`config.mk`:
```
export PLATFORM = sky130hd
export DESIGN_NAME = joystick_axis_conditioner_flat
export DESIGN_NICKNAME = d
export VERILOG_FILES = /design/src/rtl/jac_pkg.sv /design/src/rtl/jac_if.sv /design/src/rtl/joystick_axis_conditioner.sv /design/src/flat_wrapper.sv
export SDC_FILE = /design/constraint.sdc
export NUM_CORES = 1
export LEC_CHECK = 0
export BUFFER_PORTS_ARGS = -buffer_cell sky130_fd_sc_hd__buf_2
export CAP_MARGIN = 20
export CORE_MARGIN = 3
export CORE_UTILIZATION = 55
export CTS_CLUSTER_SIZE = 24
export DETAILED_ROUTE_END_ITERATION = 7
export HOLD_SLACK_MARGIN = 0.03
export PLACE_DENSITY = 0.72
export SLEW_MARGIN = 20
export SYNTH_ARGS = -nofsm -noshare
export SYNTH_HDL_FRONTEND = slang
export SYNTH_SLANG_ARGS = --single-unit
```
`constraint.sdc`:
```
create_clock -name clk -period 12.4 [get_ports clk]
set_clock_uncertainty 0.15 [all_clocks]
set_input_delay 2.48 -clock clk [delete_from_list [all_inputs] [get_ports clk]]
set_output_delay 2.48 -clock clk [all_outputs]
set_load 0.005 [all_outputs]
```
`src/rtl/jac_pkg.sv`:
```
`default_nettype none

package jac_pkg;

  // Field widths
  localparam int SAMPLE_W = 12;
  localparam int VALUE_W  = 8;
  localparam int SUM_W    = 19;  // holds 128 * 4095 without wrapping

  // Fixed constants of the conditioning math
  localparam int unsigned DEFAULT_CENTER  = 2048;
  localparam int unsigned CENTER_LIMIT    = 4000;
  localparam int unsigned FULL_SCALE      = 100;
  localparam int unsigned HALF_SPAN_SHIFT = 11;   // divide by 2048
  localparam int unsigned DEADZONE_RESET  = 100;

  // Item kinds
  typedef enum logic {
    KIND_MEASURE = 1'b0,
    KIND_CAL     = 1'b1
  } kind_t;

endpackage

`default_nettype wire

```
`src/rtl/jac_if.sv`:
```
`default_nettype none

// Sample channel: one converter reading pair plus button level per transfer
interface jac_in_if import jac_pkg::*; ();
  logic                valid;
  logic                ready;
  kind_t               kind;
  logic [SAMPLE_W-1:0] x_sample;
  logic [SAMPLE_W-1:0] y_sample;
  logic                button_level;

  modport source (output valid, kind, x_sample, y_sample, button_level, input ready);
  modport sink   (input valid, kind, x_sample, y_sample, button_level, output ready);
endinterface

// Result channel: scaled axes, button, calibration status and centers
interface jac_out_if import jac_pkg::*; ();
  logic                       valid;
  logic                       ready;
  logic signed [VALUE_W-1:0]  x_value;
  logic signed [VALUE_W-1:0]  y_value;
  logic                       button_down;
  logic                       calibration_done;
  logic [SAMPLE_W-1:0]        center_x_out;
  logic [SAMPLE_W-1:0]        center_y_out;

  modport source (output valid, x_value, y_value, button_down, calibration_done,
                  center_x_out, center_y_out, input ready);
  modport sink   (input valid, x_value, y_value, button_down, calibration_done,
                  center_x_out, center_y_out, output ready);
endinterface

`default_nettype wire

```
`src/rtl/joystick_axis_conditioner.sv`:
```
// A transferred sample passes through the input register and then the result register to the output.
// Throughput: one item per cycle while results.ready is high; the center/sum update and
// the divide-by-CAL_SAMPLES reciprocal multiply sit in the single stage between both registers.
// Reset (rst, synchronous): centers to 2048, sums and sample count to zero,
// deadzone to 100, both pipeline registers empty.
`default_nettype none

module joystick_axis_conditioner import jac_pkg::*; #(
  parameter int CAL_SAMPLES = 100
) (
  input  wire logic                clk,
  input  wire logic                rst,
  input  wire logic                cfg_we,
  input  wire logic [SAMPLE_W-1:0] cfg_wdata,
  jac_in_if.sink                   samples,
  jac_out_if.source                results
);

  // Calibration count and exact reciprocal for sum / CAL_SAMPLES
  localparam int CNT_W   = $clog2(CAL_SAMPLES + 1);
  localparam int SHIFT   = SUM_W + $clog2(CAL_SAMPLES);
  localparam int RECIP_W = SUM_W + 2;
  localparam int PROD_W  = SUM_W + RECIP_W;
  localparam longint unsigned RECIP_L =
    ((64'd1 << SHIFT) + 64'(CAL_SAMPLES) - 64'd1) / 64'(CAL_SAMPLES);
  localparam logic [RECIP_W-1:0] RECIP = RECIP_W'(RECIP_L);

  // Offset from center, deadzone, scale by 100/2048 toward zero, clamp
  function automatic logic signed [VALUE_W-1:0] scale_axis(
    input logic [SAMPLE_W-1:0] sample,
    input logic [SAMPLE_W-1:0] center,
    input logic [SAMPLE_W-1:0] dz
  );
    logic signed [SAMPLE_W:0] off;
    logic [SAMPLE_W-1:0]      mag;
    logic [SUM_W-1:0]         prod;
    logic [VALUE_W-1:0]       quo;
    logic [VALUE_W-2:0]       lim;
    off  = $signed({1'b0, sample}) - $signed({1'b0, center});
    mag  = off[SAMPLE_W] ? SAMPLE_W'(-off) : off[SAMPLE_W-1:0];
    // mag * 100 = mag*64 + mag*32 + mag*4
    prod = (SUM_W'(mag) << 6) + (SUM_W'(mag) << 5) + (SUM_W'(mag) << 2);
    quo  = prod[HALF_SPAN_SHIFT +: VALUE_W];
    lim  = (quo > VALUE_W'(FULL_SCALE)) ? (VALUE_W-1)'(FULL_SCALE) : quo[VALUE_W-2:0];
    if (mag < dz) begin
      lim = '0;
    end
    return off[SAMPLE_W] ? -$signed({1'b0, lim}) : $signed({1'b0, lim});
  endfunction

  // Configuration and calibration state
  logic [SAMPLE_W-1:0] deadzone;
  logic [SAMPLE_W-1:0] center_x, center_y;
  logic [SAMPLE_W-1:0] center_x_next, center_y_next;
  logic [SUM_W-1:0]    sum_x, sum_y;
  logic [SUM_W-1:0]    sum_x_next, sum_y_next;
  logic [CNT_W-1:0]    cal_count, cal_count_next;

  // Input register
  logic                s_valid;
  kind_t               s_kind;
  logic [SAMPLE_W-1:0] s_x, s_y;
  logic                s_button;

  // Result register
  logic                       o_valid;
  logic signed [VALUE_W-1:0]  o_x, o_y;
  logic                       o_button;
  logic                       o_done;
  logic [SAMPLE_W-1:0]        o_cx, o_cy;

  // Stage datapath
  logic                      advance;
  logic signed [VALUE_W-1:0] x_val, y_val;
  logic [SUM_W-1:0]          sum_x_add, sum_y_add;
  logic [CNT_W:0]            count_inc;
  logic                      cal_end;
  logic [PROD_W-1:0]         prod_x, prod_y;
  logic [SAMPLE_W-1:0]       mean_x, mean_y;
  logic                      done;

  // Flow control: the stage moves into the result register when it is free or drained
  assign advance       = s_valid && (!o_valid || results.ready);
  assign samples.ready = !s_valid || advance;

  // Deadzone register
  always_ff @(posedge clk) begin
    if (rst) begin
      deadzone <= SAMPLE_W'(DEADZONE_RESET);
    end else if (cfg_we) begin
      deadzone <= cfg_wdata;
    end
  end

  // Input register
  always_ff @(posedge clk) begin
    if (rst) begin
      s_valid <= 1'b0;
    end else if (samples.ready) begin
      s_valid <= samples.valid;
    end
  end

  always_ff @(posedge clk) begin
    if (samples.valid && samples.ready) begin
      s_kind   <= samples.kind;
      s_x      <= samples.x_sample;
      s_y      <= samples.y_sample;
      s_button <= samples.button_level;
    end
  end

  // Scaling and calibration for the item in the stage
  always_comb begin
    x_val          = '0;
    y_val          = '0;
    done           = 1'b0;
    center_x_next  = center_x;
    center_y_next  = center_y;
    sum_x_next     = sum_x;
    sum_y_next     = sum_y;
    cal_count_next = cal_count;

    sum_x_add = sum_x + SUM_W'(s_x);
    sum_y_add = sum_y + SUM_W'(s_y);
    count_inc = {1'b0, cal_count} + (CNT_W+1)'(1);
    cal_end   = (count_inc == (CNT_W+1)'(CAL_SAMPLES));
    prod_x    = PROD_W'(sum_x_add) * PROD_W'(RECIP);
    prod_y    = PROD_W'(sum_y_add) * PROD_W'(RECIP);
    mean_x    = prod_x[SHIFT +: SAMPLE_W];
    mean_y    = prod_y[SHIFT +: SAMPLE_W];

    case (s_kind)
      KIND_MEASURE: begin
        x_val = scale_axis(s_x, center_x, deadzone);
        y_val = scale_axis(s_y, center_y, deadzone);
      end
      KIND_CAL: begin
        if (cal_end) begin
          done           = 1'b1;
          sum_x_next     = '0;
          sum_y_next     = '0;
          cal_count_next = '0;
          // Out-of-range mean on either axis falls back to the default center
          if (mean_x > SAMPLE_W'(CENTER_LIMIT) || mean_y > SAMPLE_W'(CENTER_LIMIT)) begin
            center_x_next = SAMPLE_W'(DEFAULT_CENTER);
            center_y_next = SAMPLE_W'(DEFAULT_CENTER);
          end else begin
            center_x_next = mean_x;
            center_y_next = mean_y;
          end
        end else begin
          sum_x_next     = sum_x_add;
          sum_y_next     = sum_y_add;
          cal_count_next = count_inc[CNT_W-1:0];
        end
      end
      default: begin
      end
    endcase
  end

  // State update as the item moves to the result register
  always_ff @(posedge clk) begin
    if (rst) begin
      center_x  <= SAMPLE_W'(DEFAULT_CENTER);
      center_y  <= SAMPLE_W'(DEFAULT_CENTER);
      sum_x     <= '0;
      sum_y     <= '0;
      cal_count <= '0;
    end else if (advance) begin
      center_x  <= center_x_next;
      center_y  <= center_y_next;
      sum_x     <= sum_x_next;
      sum_y     <= sum_y_next;
      cal_count <= cal_count_next;
    end
  end

  // Result register
  always_ff @(posedge clk) begin
    if (rst) begin
      o_valid <= 1'b0;
    end else if (advance) begin
      o_valid <= 1'b1;
    end else if (results.ready) begin
      o_valid <= 1'b0;
    end
  end

  always_ff @(posedge clk) begin
    if (advance) begin
      o_x      <= x_val;
      o_y      <= y_val;
      o_button <= ~s_button;
      o_done   <= done;
      o_cx     <= center_x_next;
      o_cy     <= center_y_next;
    end
  end

  assign results.valid            = o_valid;
  assign results.x_value          = o_x;
  assign results.y_value          = o_y;
  assign results.button_down      = o_button;
  assign results.calibration_done = o_done;
  assign results.center_x_out     = o_cx;
  assign results.center_y_out     = o_cy;

endmodule

`default_nettype wire

```
`src/flat_wrapper.sv`:
```
// flat-port wrapper written by rule: the top's interface ports become plain ports
module joystick_axis_conditioner_flat import jac_pkg::*;
#(
  parameter int CAL_SAMPLES = 100
)
  (clk, rst, cfg_we, cfg_wdata, samples_valid, samples_kind, samples_x_sample, samples_y_sample, samples_button_level, samples_ready, results_valid, results_x_value, results_y_value, results_button_down, results_calibration_done, results_center_x_out, results_center_y_out, results_ready);
  jac_in_if samples_i ();
  jac_out_if results_i ();
  input  wire logic clk;
  input  wire logic rst;
  input  wire logic cfg_we;
  input  wire logic [SAMPLE_W-1:0] cfg_wdata;
  input wire logic [$bits(samples_i.valid)-1:0] samples_valid;
  input wire logic [$bits(samples_i.kind)-1:0] samples_kind;
  input wire logic [$bits(samples_i.x_sample)-1:0] samples_x_sample;
  input wire logic [$bits(samples_i.y_sample)-1:0] samples_y_sample;
  input wire logic [$bits(samples_i.button_level)-1:0] samples_button_level;
  output wire logic [$bits(samples_i.ready)-1:0] samples_ready;
  output wire logic [$bits(results_i.valid)-1:0] results_valid;
  output wire logic [$bits(results_i.x_value)-1:0] results_x_value;
  output wire logic [$bits(results_i.y_value)-1:0] results_y_value;
  output wire logic [$bits(results_i.button_down)-1:0] results_button_down;
  output wire logic [$bits(results_i.calibration_done)-1:0] results_calibration_done;
  output wire logic [$bits(results_i.center_x_out)-1:0] results_center_x_out;
  output wire logic [$bits(results_i.center_y_out)-1:0] results_center_y_out;
  input wire logic [$bits(results_i.ready)-1:0] results_ready;
  assign samples_i.valid = samples_valid;
  assign samples_i.kind = samples_kind;
  assign samples_i.x_sample = samples_x_sample;
  assign samples_i.y_sample = samples_y_sample;
  assign samples_i.button_level = samples_button_level;
  assign samples_ready = samples_i.ready;
  assign results_valid = results_i.valid;
  assign results_x_value = results_i.x_value;
  assign results_y_value = results_i.y_value;
  assign results_button_down = results_i.button_down;
  assign results_calibration_done = results_i.calibration_done;
  assign results_center_x_out = results_i.center_x_out;
  assign results_center_y_out = results_i.center_y_out;
  assign results_i.ready = results_ready;
  joystick_axis_conditioner #(.CAL_SAMPLES(CAL_SAMPLES)) u_core (.clk(clk), .rst(rst), .cfg_we(cfg_we), .cfg_wdata(cfg_wdata), .samples(samples_i), .results(results_i));
endmodule
```
## Yosys cells after proc, flatten, opt, wreduce, memory -nomap -nowiden

Index checks and enable logic that the tools add are counted.

- Add/sub/neg operators: 13
- Multipliers: 2
- Divide/modulo/power cells: 0
- Magnitude comparators: 6
- Eq/ne operators: 1
- Shift-type cells: 0
- Mux-type cells: 22
- Bitwise operators: 3
- Reductions and logical operators: 11

Operator list:

| operator | number |
|---|---|
| $mux 12 | 8 |
| $mul 19x20->38 const B | 2 |
| $mux 7 | 9 |
| $add 18x17->19 | 2 |
| $add 19x12->19 | 2 |
| $add 19x14->19 | 2 |
| $mux 19 | 2 |
| $sub 12x12->13 | 2 |
| $gt 12x12->1 const B | 2 |
| $lt 12x12->1 | 2 |
| $neg 12->12 | 2 |
| $gt 8x7->1 const B | 2 |
| $neg 7->8 | 2 |
| $add 7x1->8 const B | 1 |
| $eq 8x7->1 const B | 1 |
| $reduce_or 2->1 | 2 |
| $logic_or 1x1->1 | 3 |
| $mux 1 | 3 |
| $not 1->1 | 3 |
| $logic_and 1x1->1 | 2 |
| $logic_not 1->1 | 2 |
| $reduce_and 2->1 | 1 |
| $reduce_bool 2->1 | 1 |

- Register bits: 151
- Latch bits: 0
- RAM bits: 0
- Bits in read-only memories: 0
- Bits of input ports: 43
- Output and inout port bits: 44
- Word-level logic and storage cells: 78
- Memories kept: 0

## Logic depth before layout (Yosys ltp)

Gate-level depths: netlist of the first run.

- Depth in word-level cells: 11
- Gate-level depth with buffers: 39
- Mapped depth without buffers: 38

## Least setup slack after synthesis of the first run

No wires, ideal clock.

- Path type: reg-to-reg
- From: reg u_core.s_x[1]
- To: reg u_core.o_cx[10] (netlist: u_core.results.center_x_out[10]), data pin
- Library setup time: 0.256 ns
- Data arrival time: 8.982 ns
- Data required time: 11.994 ns
- Slack: 3.012 ns
- Stages on the path, launching flop included: 37
- Buffers on the path: 1
- Clock period less this slack: 9.388 ns
- Cell sequence: edfxtp_1 -> ha_1 -> a21o_1 -> a21oi_1 -> o21bai_1 -> a21o_1 -> a21oi_1 -> o21ai_0 -> o41ai_1 -> o21ba_2 -> nor2_1 -> xor2_1 -> inv_1 -> ha_1 -> inv_1 -> ha_1 -> inv_1 -> fa_1 -> inv_1 -> fa_1 -> fa_1 -> fa_1 -> inv_1 -> fa_1 -> inv_1 -> ha_1 -> and4_1 -> and3_1 -> a41oi_1 -> a311oi_2 -> a2111oi_4 -> o21ai_1 -> xnor2_2 -> a2111oi_4 -> nor3_2 -> buf_2 -> a22o_1

- Word-level cells in the longest chain between the ends: 7

Ends and longest elaborated chain:

| element | RTL line | text |
|---|---|---|
| start, declared | joystick_axis_conditioner.sv:62 | `logic [SAMPLE_W-1:0] s_x, s_y;` |
| start signal, assigned | joystick_axis_conditioner.sv:107 | `s_x <= samples.x_sample;` |
| $add 19x12->19 * | joystick_axis_conditioner.sv:124 | `sum_x_add = sum_x + SUM_W'(s_x);` |
| $mul 19x20->38 * | joystick_axis_conditioner.sv:128 | `prod_x = PROD_W'(sum_x_add) * PROD_W'(RECIP);` |
| $gt 12x12->1 | joystick_axis_conditioner.sv:145 | `if (mean_x > SAMPLE_W'(CENTER_LIMIT) \|\| mean_y > SAMPLE_W'(CENTER_LIMIT)) begin` |
| $logic_or 1x1->1 | joystick_axis_conditioner.sv:145 |  |
| $mux 12 * | joystick_axis_conditioner.sv:145 |  |
| $mux 12 * | joystick_axis_conditioner.sv:139 | `if (cal_end) begin` |
| $mux 12 * | joystick_axis_conditioner.sv:133 | `case (s_kind)` |
| via u_core.center_x_next[10] | joystick_axis_conditioner.sv:54 | `logic [SAMPLE_W-1:0] center_x_next, center_y_next;` |
| end signal, assigned | joystick_axis_conditioner.sv:197 | `o_cx <= center_x_next;` |
| end, declared | joystick_axis_conditioner.sv:70 | `logic [SAMPLE_W-1:0] o_cx, o_cy;` |

The timed path passes the listed nets; every way through them passes the cells marked *.
A chain may end at the register's enable or synchronous reset.

## Worst setup path after layout of the first run

- From: reg u_core.s_x[0]
- To: reg u_core.o_cx[4] (netlist: u_core.results.center_x_out[4]), data pin

The elaborated chain is that of the path after synthesis.

==> results of run 1 <==
## cell usage in the layout, fill, tap and decap left out, types with 22 or more instances in the layout
cell type | Yosys | final
inv_1 | 577 | 576
ha_1 | 418 | 418
fa_1 | 268 | 268
nor2_1 | 133 | 132
nand2_1 | 106 | 106
a21oi_1 | 96 | 96
buf_2 | 1 | 86
dfxtp_1 | 83 | 83
o21ai_0 | 73 | 73
xnor2_1 | 68 | 68
edfxtp_1 | 68 | 68
xor2_1 | 48 | 48
a21o_1 | 46 | 46
nor3_1 | 40 | 40
nand3_1 | 35 | 35
a22oi_1 | 35 | 35
buf_4 | 1 | 26
o21a_1 | 22 | 22
## logic make-up (layout without fill, tap and decap cells)
family                     Yosys count  after routing
DFF                                151            151
buffers and inverters              619            721
adders and majority gates          686            686
xor gates and xnor gates           121            121
and+or+nand+nor                    450            450
AOI/OAI and AO/OA                  466            466
muxes                               14             14
## worst max-delay path, delay by kind of cell, from the launching register on
kind,cells,cell delay [ns]
simple gates,5,1.21
compound gates,12,3.32
fa+ha+maj,9,4.11
xor+xnor,2,0.92
buf+inv,5,0.30
flops,1,0.35
## Yosys cell counts (14+ instances only)
master	n	area share, %
dfxtp_1	83	7.1
clkbuf_1	36	0.57
a22oi_1	35	1.1
o211ai_1	14	0.45
a32o_1	14	0.60
and2_1	17	0.45
a21o_1	46	1.5
o21ai_0	73	1.6
xor2_1	48	1.8
edfxtp_1	68	8.7
and3_1	16	0.43
inv_1	577	9.2
a21oi_1	96	2.0
nand3_1	35	0.74
a211oi_1	15	0.48
nor3_1	40	0.85
nand2_1	106	1.7
xnor2_1	68	2.5
fa_1	268	23
o21a_1	22	0.70
nor2_1	133	2.1
nor2b_1	16	0.43
ha_1	418	22
## metal layers
metal | vias to the layer above | track usage (%)
li1 | 8589 | -
met1 | 8779 | 35.6
met5 | - | 0
met2 | 461 | 44.9
met4 | 2 | 9.96
met3 | 131 | 3.64
## through the flow
stage	hold slack, ns	instance area [sq um]	utilization [%]	setup WS, ns	std cells
global route	0.341	25300	59.9	1.01	3148
CTS	0.313	25200	59.9	1.56	3148
floorplan	0.285	23500	-	3.01	2507
detailed placement	0.298	24700	58.5	1.58	3116
finish	0.313	25300	59.9	1.75	3148
global placement	0.295	24700	58.5	1.85	3116
## layout make-up
| class | count | share of cell area [%] |
|---|---|---|
| Multi-Input combinational cell | 1737 | 69.3 |
| Tap cell | 539 | 2.67 |
| Timing Repair Buffer | 112 | 2.48 |
| Sequential cell | 151 | 14.7 |
| Clock inverter | 13 | 0.565 |
| Clock buffer | 19 | 1.79 |
| Inverter | 577 | 8.58 |
## path summary, 6_finish.rpt
kind / to / slack (ns) / cells past startpoint
worst max-delay path: u_core.results.center_x_out[4] / 1.75 / 33
worst max register to register: u_core.results.center_x_out[4] / 1.75 / 33
worst min-delay path: u_core.center_y[8] / 0.31 / 2
worst min register to register: u_core.center_y[8] / 0.31 / 2
## flip-flops by register name (all words and copies together) (netlist names)
signal,count
u_core.sum_x,19
u_core.sum_y,19
u_core.center_x,12
u_core.center_y,12
u_core.deadzone,12
u_core.results.center_x_out,12
u_core.results.center_y_out,12
u_core.s_x,12
u_core.s_y,12
u_core.results.x_value,8
u_core.results.y_value,8
u_core.cal_count,7
u_core.results.button_down,1
u_core.results.calibration_done,1
u_core.results.valid,1
u_core.s_button,1
u_core.s_kind,1
u_core.s_valid,1
==> impl_metrics.tcl, run 1 <==
set metrics [dict create \
    hold_violations 0 \
    htreeDepth 4 \
    drc 0 \
    mappedNetlistArea_sq_um 23500 \
    met1Wirelength_mm 26.2 \
    clk_pin_slew_ns 0.07 \
    synth_cells 2507 \
    seq_area_sq_um 3700 \
    slew_violations 0 \
    synthSimpleGateAreaFrac_pct 9.39 \
    multi_input_area_sq_um 17500 \
    clkLatencyLatePin_ns 0.45 \
    worstPathMaxFanout 20 \
    cts_sinks 151 \
    grt_pass1_wl_mm 95.7 \
    port_buffers 86 \
    path_common_cell "fa_1" \
    grt_max_degree 62 \
    ios 87 \
    die_x_microns 213 \
    fin_crit_sh_pct 85.9 \
    route.met3.wl_mm 2.94 \
    hp-class "reg2reg" \
    crit_path_end_kind "flip-flop" \
    synthMuxAreaShare_pct 0.601 \
    antenna_cells 0 \
    synth_edf_count 68 \
    min_from "u_core.center_y[8]" \
    drv_cap 0 \
    dieArea_sq_um 45300 \
    cp.required_ns 12.42 \
    layout-drive-gt1-share_pct 7.59 \
    worstSetupStartpoint "u_core.s_x[0]" \
    fmax_ghz 0.0939 \
    synth-seq-cells 151 \
    cp.arrival_ns 10.67 \
    synth_top_family_by_area "adder cells" \
    drtPass1Iterations 5 \
    cts_buffers 17 \
    layout.nets 3325 \
    grt_setup_unrepaired "no" \
    wl_per_cell_microns 18.7 \
    fin_crit_ns 10.65 \
    start_kind "flip-flop" \
    setup_viol 0 \
    critical_path_class "reg2reg" \
    regToRegStartpoint "u_core.s_x[0]" \
    async_reset_ff_share_pct 0 \
    gr-total-overflow 0 \
    cp_slowest_cell "xnor2_1" \
    hold_buffers 0 \
    fillCellCount 3530 \
    synth_compound_area_share_pct 14.5 \
    ys_warn_count 0 \
    syn_nets 3236 \
    critical-path-max-stage-delay_ns 0.71 \
    synth_xor_area_share_pct 4.74 \
    first_iter_violations 1216 \
    antenna_found_initial 1 \
    initial_core_util_pct 55.8 \
    top_layer_used "met5" \
    tightest_slew_ns 1.04 \
    core_area_sq_um 42100 \
    vias 18000 \
    synthAdderAreaFrac_pct 45.0 \
    cts_tree "done" \
    grtUsageTotal_pct 26.8 \
    yosysSeqAreaShare_pct 15.7 \
    maxSlewHeadroom_pct 31.0 \
    syn_to_final_growth_pct 7.34 \
    cts_root_buffer "clkbuf_16" \
    clockBufferDepth 2 \
    num_rows 75 \
    wirelength_mm 58.8 \
    finalWeightedCongestion 0.948 \
    die_h_microns 213 \
    synthDistinctLibCells 103 \
    cts_resized 0 \
    syn_avg_cell_area_sq_um 9.38 \
    post_cts_buffers 0 \
    fin_tns_setup_ns 0 \
    detail_route.vias_per_cell 5.71 \
    dr_wl_met2_mm 27.5 \
    dpl.hpwl_mm 50.2 \
    status "finished, final reports clean" \
    ys.flop_type "dfxtp_1" \
    grt_pass1_vias 18600 \
    ant_nets 0 \
]
Power of run 1 is left out: the tool's default activity adds up to more than one toggle a clock period on the data nets, which glitch-free logic cannot reach.
==> run 2: changes to the inputs <==
- CORE_UTILIZATION: 55 -> 40
- PLACE_DENSITY: 0.72 -> default
==> run 2 against run 1 <==
  * Clock-buffer cell count did not move
  * Via count fell by 1.3%
  * Design area rose by 1.2%
  * Critical path depth did not move
  * Register-to-register slack barely moved
  * Final cell count rose by 7.2%
  * Fmax barely moved
  * Flip-flop and latch count did not move
  * Sequential share of layout area fell by 0.17 points
  * Worst setup slack got worse by 0.0077 ns
  * Core utilization fell by 16 points
  * Critical endpoint is now u_core.results.center_x_out[5]
==> impl_metrics.tcl, run 2 (synthesis gave the netlist of run 1 again) <==
set metrics [dict create \
    fin_crit_ns 10.66 \
    ios 87 \
    hold_buffers 0 \
    fin_tns_setup_ns 0 \
    finalWeightedCongestion 0.944 \
    gr-usage-met2_pct 34.6 \
    cp.arrival_ns 10.68 \
    die_h_microns 249 \
    wl_per_cell_microns 18.3 \
    initial_core_util_pct 40.6 \
    cts_tree "done" \
    critPathTopFamily "compound AO/OA/AOI/OAI gates" \
    drtPass1Iterations 5 \
    num_rows 88 \
    seq_area_sq_um 3700 \
    ant_nets 0 \
    critical-path-max-stage-delay_ns 0.73 \
    gr-max-usage-layer "met2" \
    maxSlewHeadroom_pct 31.3 \
    path_common_cell "fa_1" \
    drv_cap 0 \
    use_met1_pct 26.7 \
    hold_violations 0 \
    dpl.hpwl_mm 52.7 \
    clk_pin_slew_ns 0.07 \
    clockBufferDepth 2 \
    grt_setup_unrepaired "no" \
    post-route-util_pct 44.1 \
    drc 0 \
    die_x_microns 249 \
    antenna_found_initial 1 \
    slew_violations 0 \
    layout.nets 3325 \
    syn_to_final_growth_pct 8.59 \
    antenna_cells 0 \
    cts_sinks 151 \
    grt_max_degree 62 \
    met3_usage_pct 2.22 \
    layout-drive-gt1-share_pct 7.67 \
    hp-class "reg2reg" \
    dieArea_sq_um 61800 \
    cts_resized 0 \
    cp.required_ns 12.42 \
    cts_buffers 17 \
    final_cells 3374 \
    cts_root_buffer "clkbuf_16" \
    final_cell_area_sq_um 25500 \
    fin_crit_sh_pct 86.0 \
    grtUsageTotal_pct 20.0 \
    placed_area_sq_um 24900 \
    worstPathMaxFanout 20 \
    htreeDepth 4 \
    vias 17700 \
    grt_pass1_vias 18400 \
    critical_path_class "reg2reg" \
    fillCellCount 5630 \
    core_area_sq_um 57900 \
    port_buffers 86 \
    wirelength_mm 61.7 \
    fmax_ghz 0.0938 \
    clkLatencyLatePin_ns 0.45 \
    grt_pass1_wl_mm 99.0 \
    final_common_cell "inv_1" \
    cp_slowest_cell "xor2_1" \
    multi_input_area_sq_um 17500 \
    first_iter_violations 881 \
    detail_route.vias_per_cell 5.25 \
    setup_viol 0 \
    critPathBufInv 4 \
    post_cts_buffers 0 \
    start_kind "flip-flop" \
    layout_common_cells "inv_1, ha_1, fa_1" \
    placedCellCount 3342 \
    status "finished, final reports clean" \
    tightest_slew_ns 1.02 \
    gr-total-overflow 0 \
    reg_top3 "u_core.sum_x: 19 flops, u_core.sum_y: 19 flops" \
    crit_path_end_kind "flip-flop" \
]
run 2: final timing paths:
kind,slack (ns),start,endpoint,cells past startpoint
worst min register to register,0.31,u_core.center_x[9],u_core.center_x[9],2
worst min-delay path,0.31,u_core.center_x[9],u_core.center_x[9],2
worst max register to register,1.74,u_core.s_x[1],u_core.results.center_x_out[5],33
worst max-delay path,1.74,u_core.s_x[1],u_core.results.center_x_out[5],33
run 2: area by class of cell:
type / instances / share of cell area (%)
inverters: 577 / 8.48
flip-flops and latches: 151 / 14.5
clock buffers: 19 / 1.82
clock inverters: 13 / 0.558
repair buffers: 112 / 2.45
well taps: 765 / 3.75
multi-input cells: 1737 / 68.5
run 2: metrics by stage:
stage / worst slack [ns] / hold slack (ns)
global placement: 1.88 / 0.294
finish: 1.74 / 0.311
CTS: 1.80 / 0.312
detailed placement: 1.85 / 0.297
floorplan: 3.01 / 0.285
global route: 1.16 / 0.350
run 2: worst reg2reg max path: cells and delay by family (launching register included):
family / cells / cell delay [ns]
XOR/XNOR: 2 / 0.95
flip-flops: 1 / 0.46
buffers and inverters: 4 / 0.27
AND/OR/NAND/NOR: 2 / 0.51
adder cells (fa/ha/maj): 8 / 3.88
AO/OA/AOI/OAI: 17 / 4.14
run 2: routing by layer:
metal	part of all wire, %	wire length [microns]
met3	3.5	2160
met1	46	28200
met4	2.0	1240
met2	49	30100
met5	0	0
Power of run 2 is left out for the same reason.
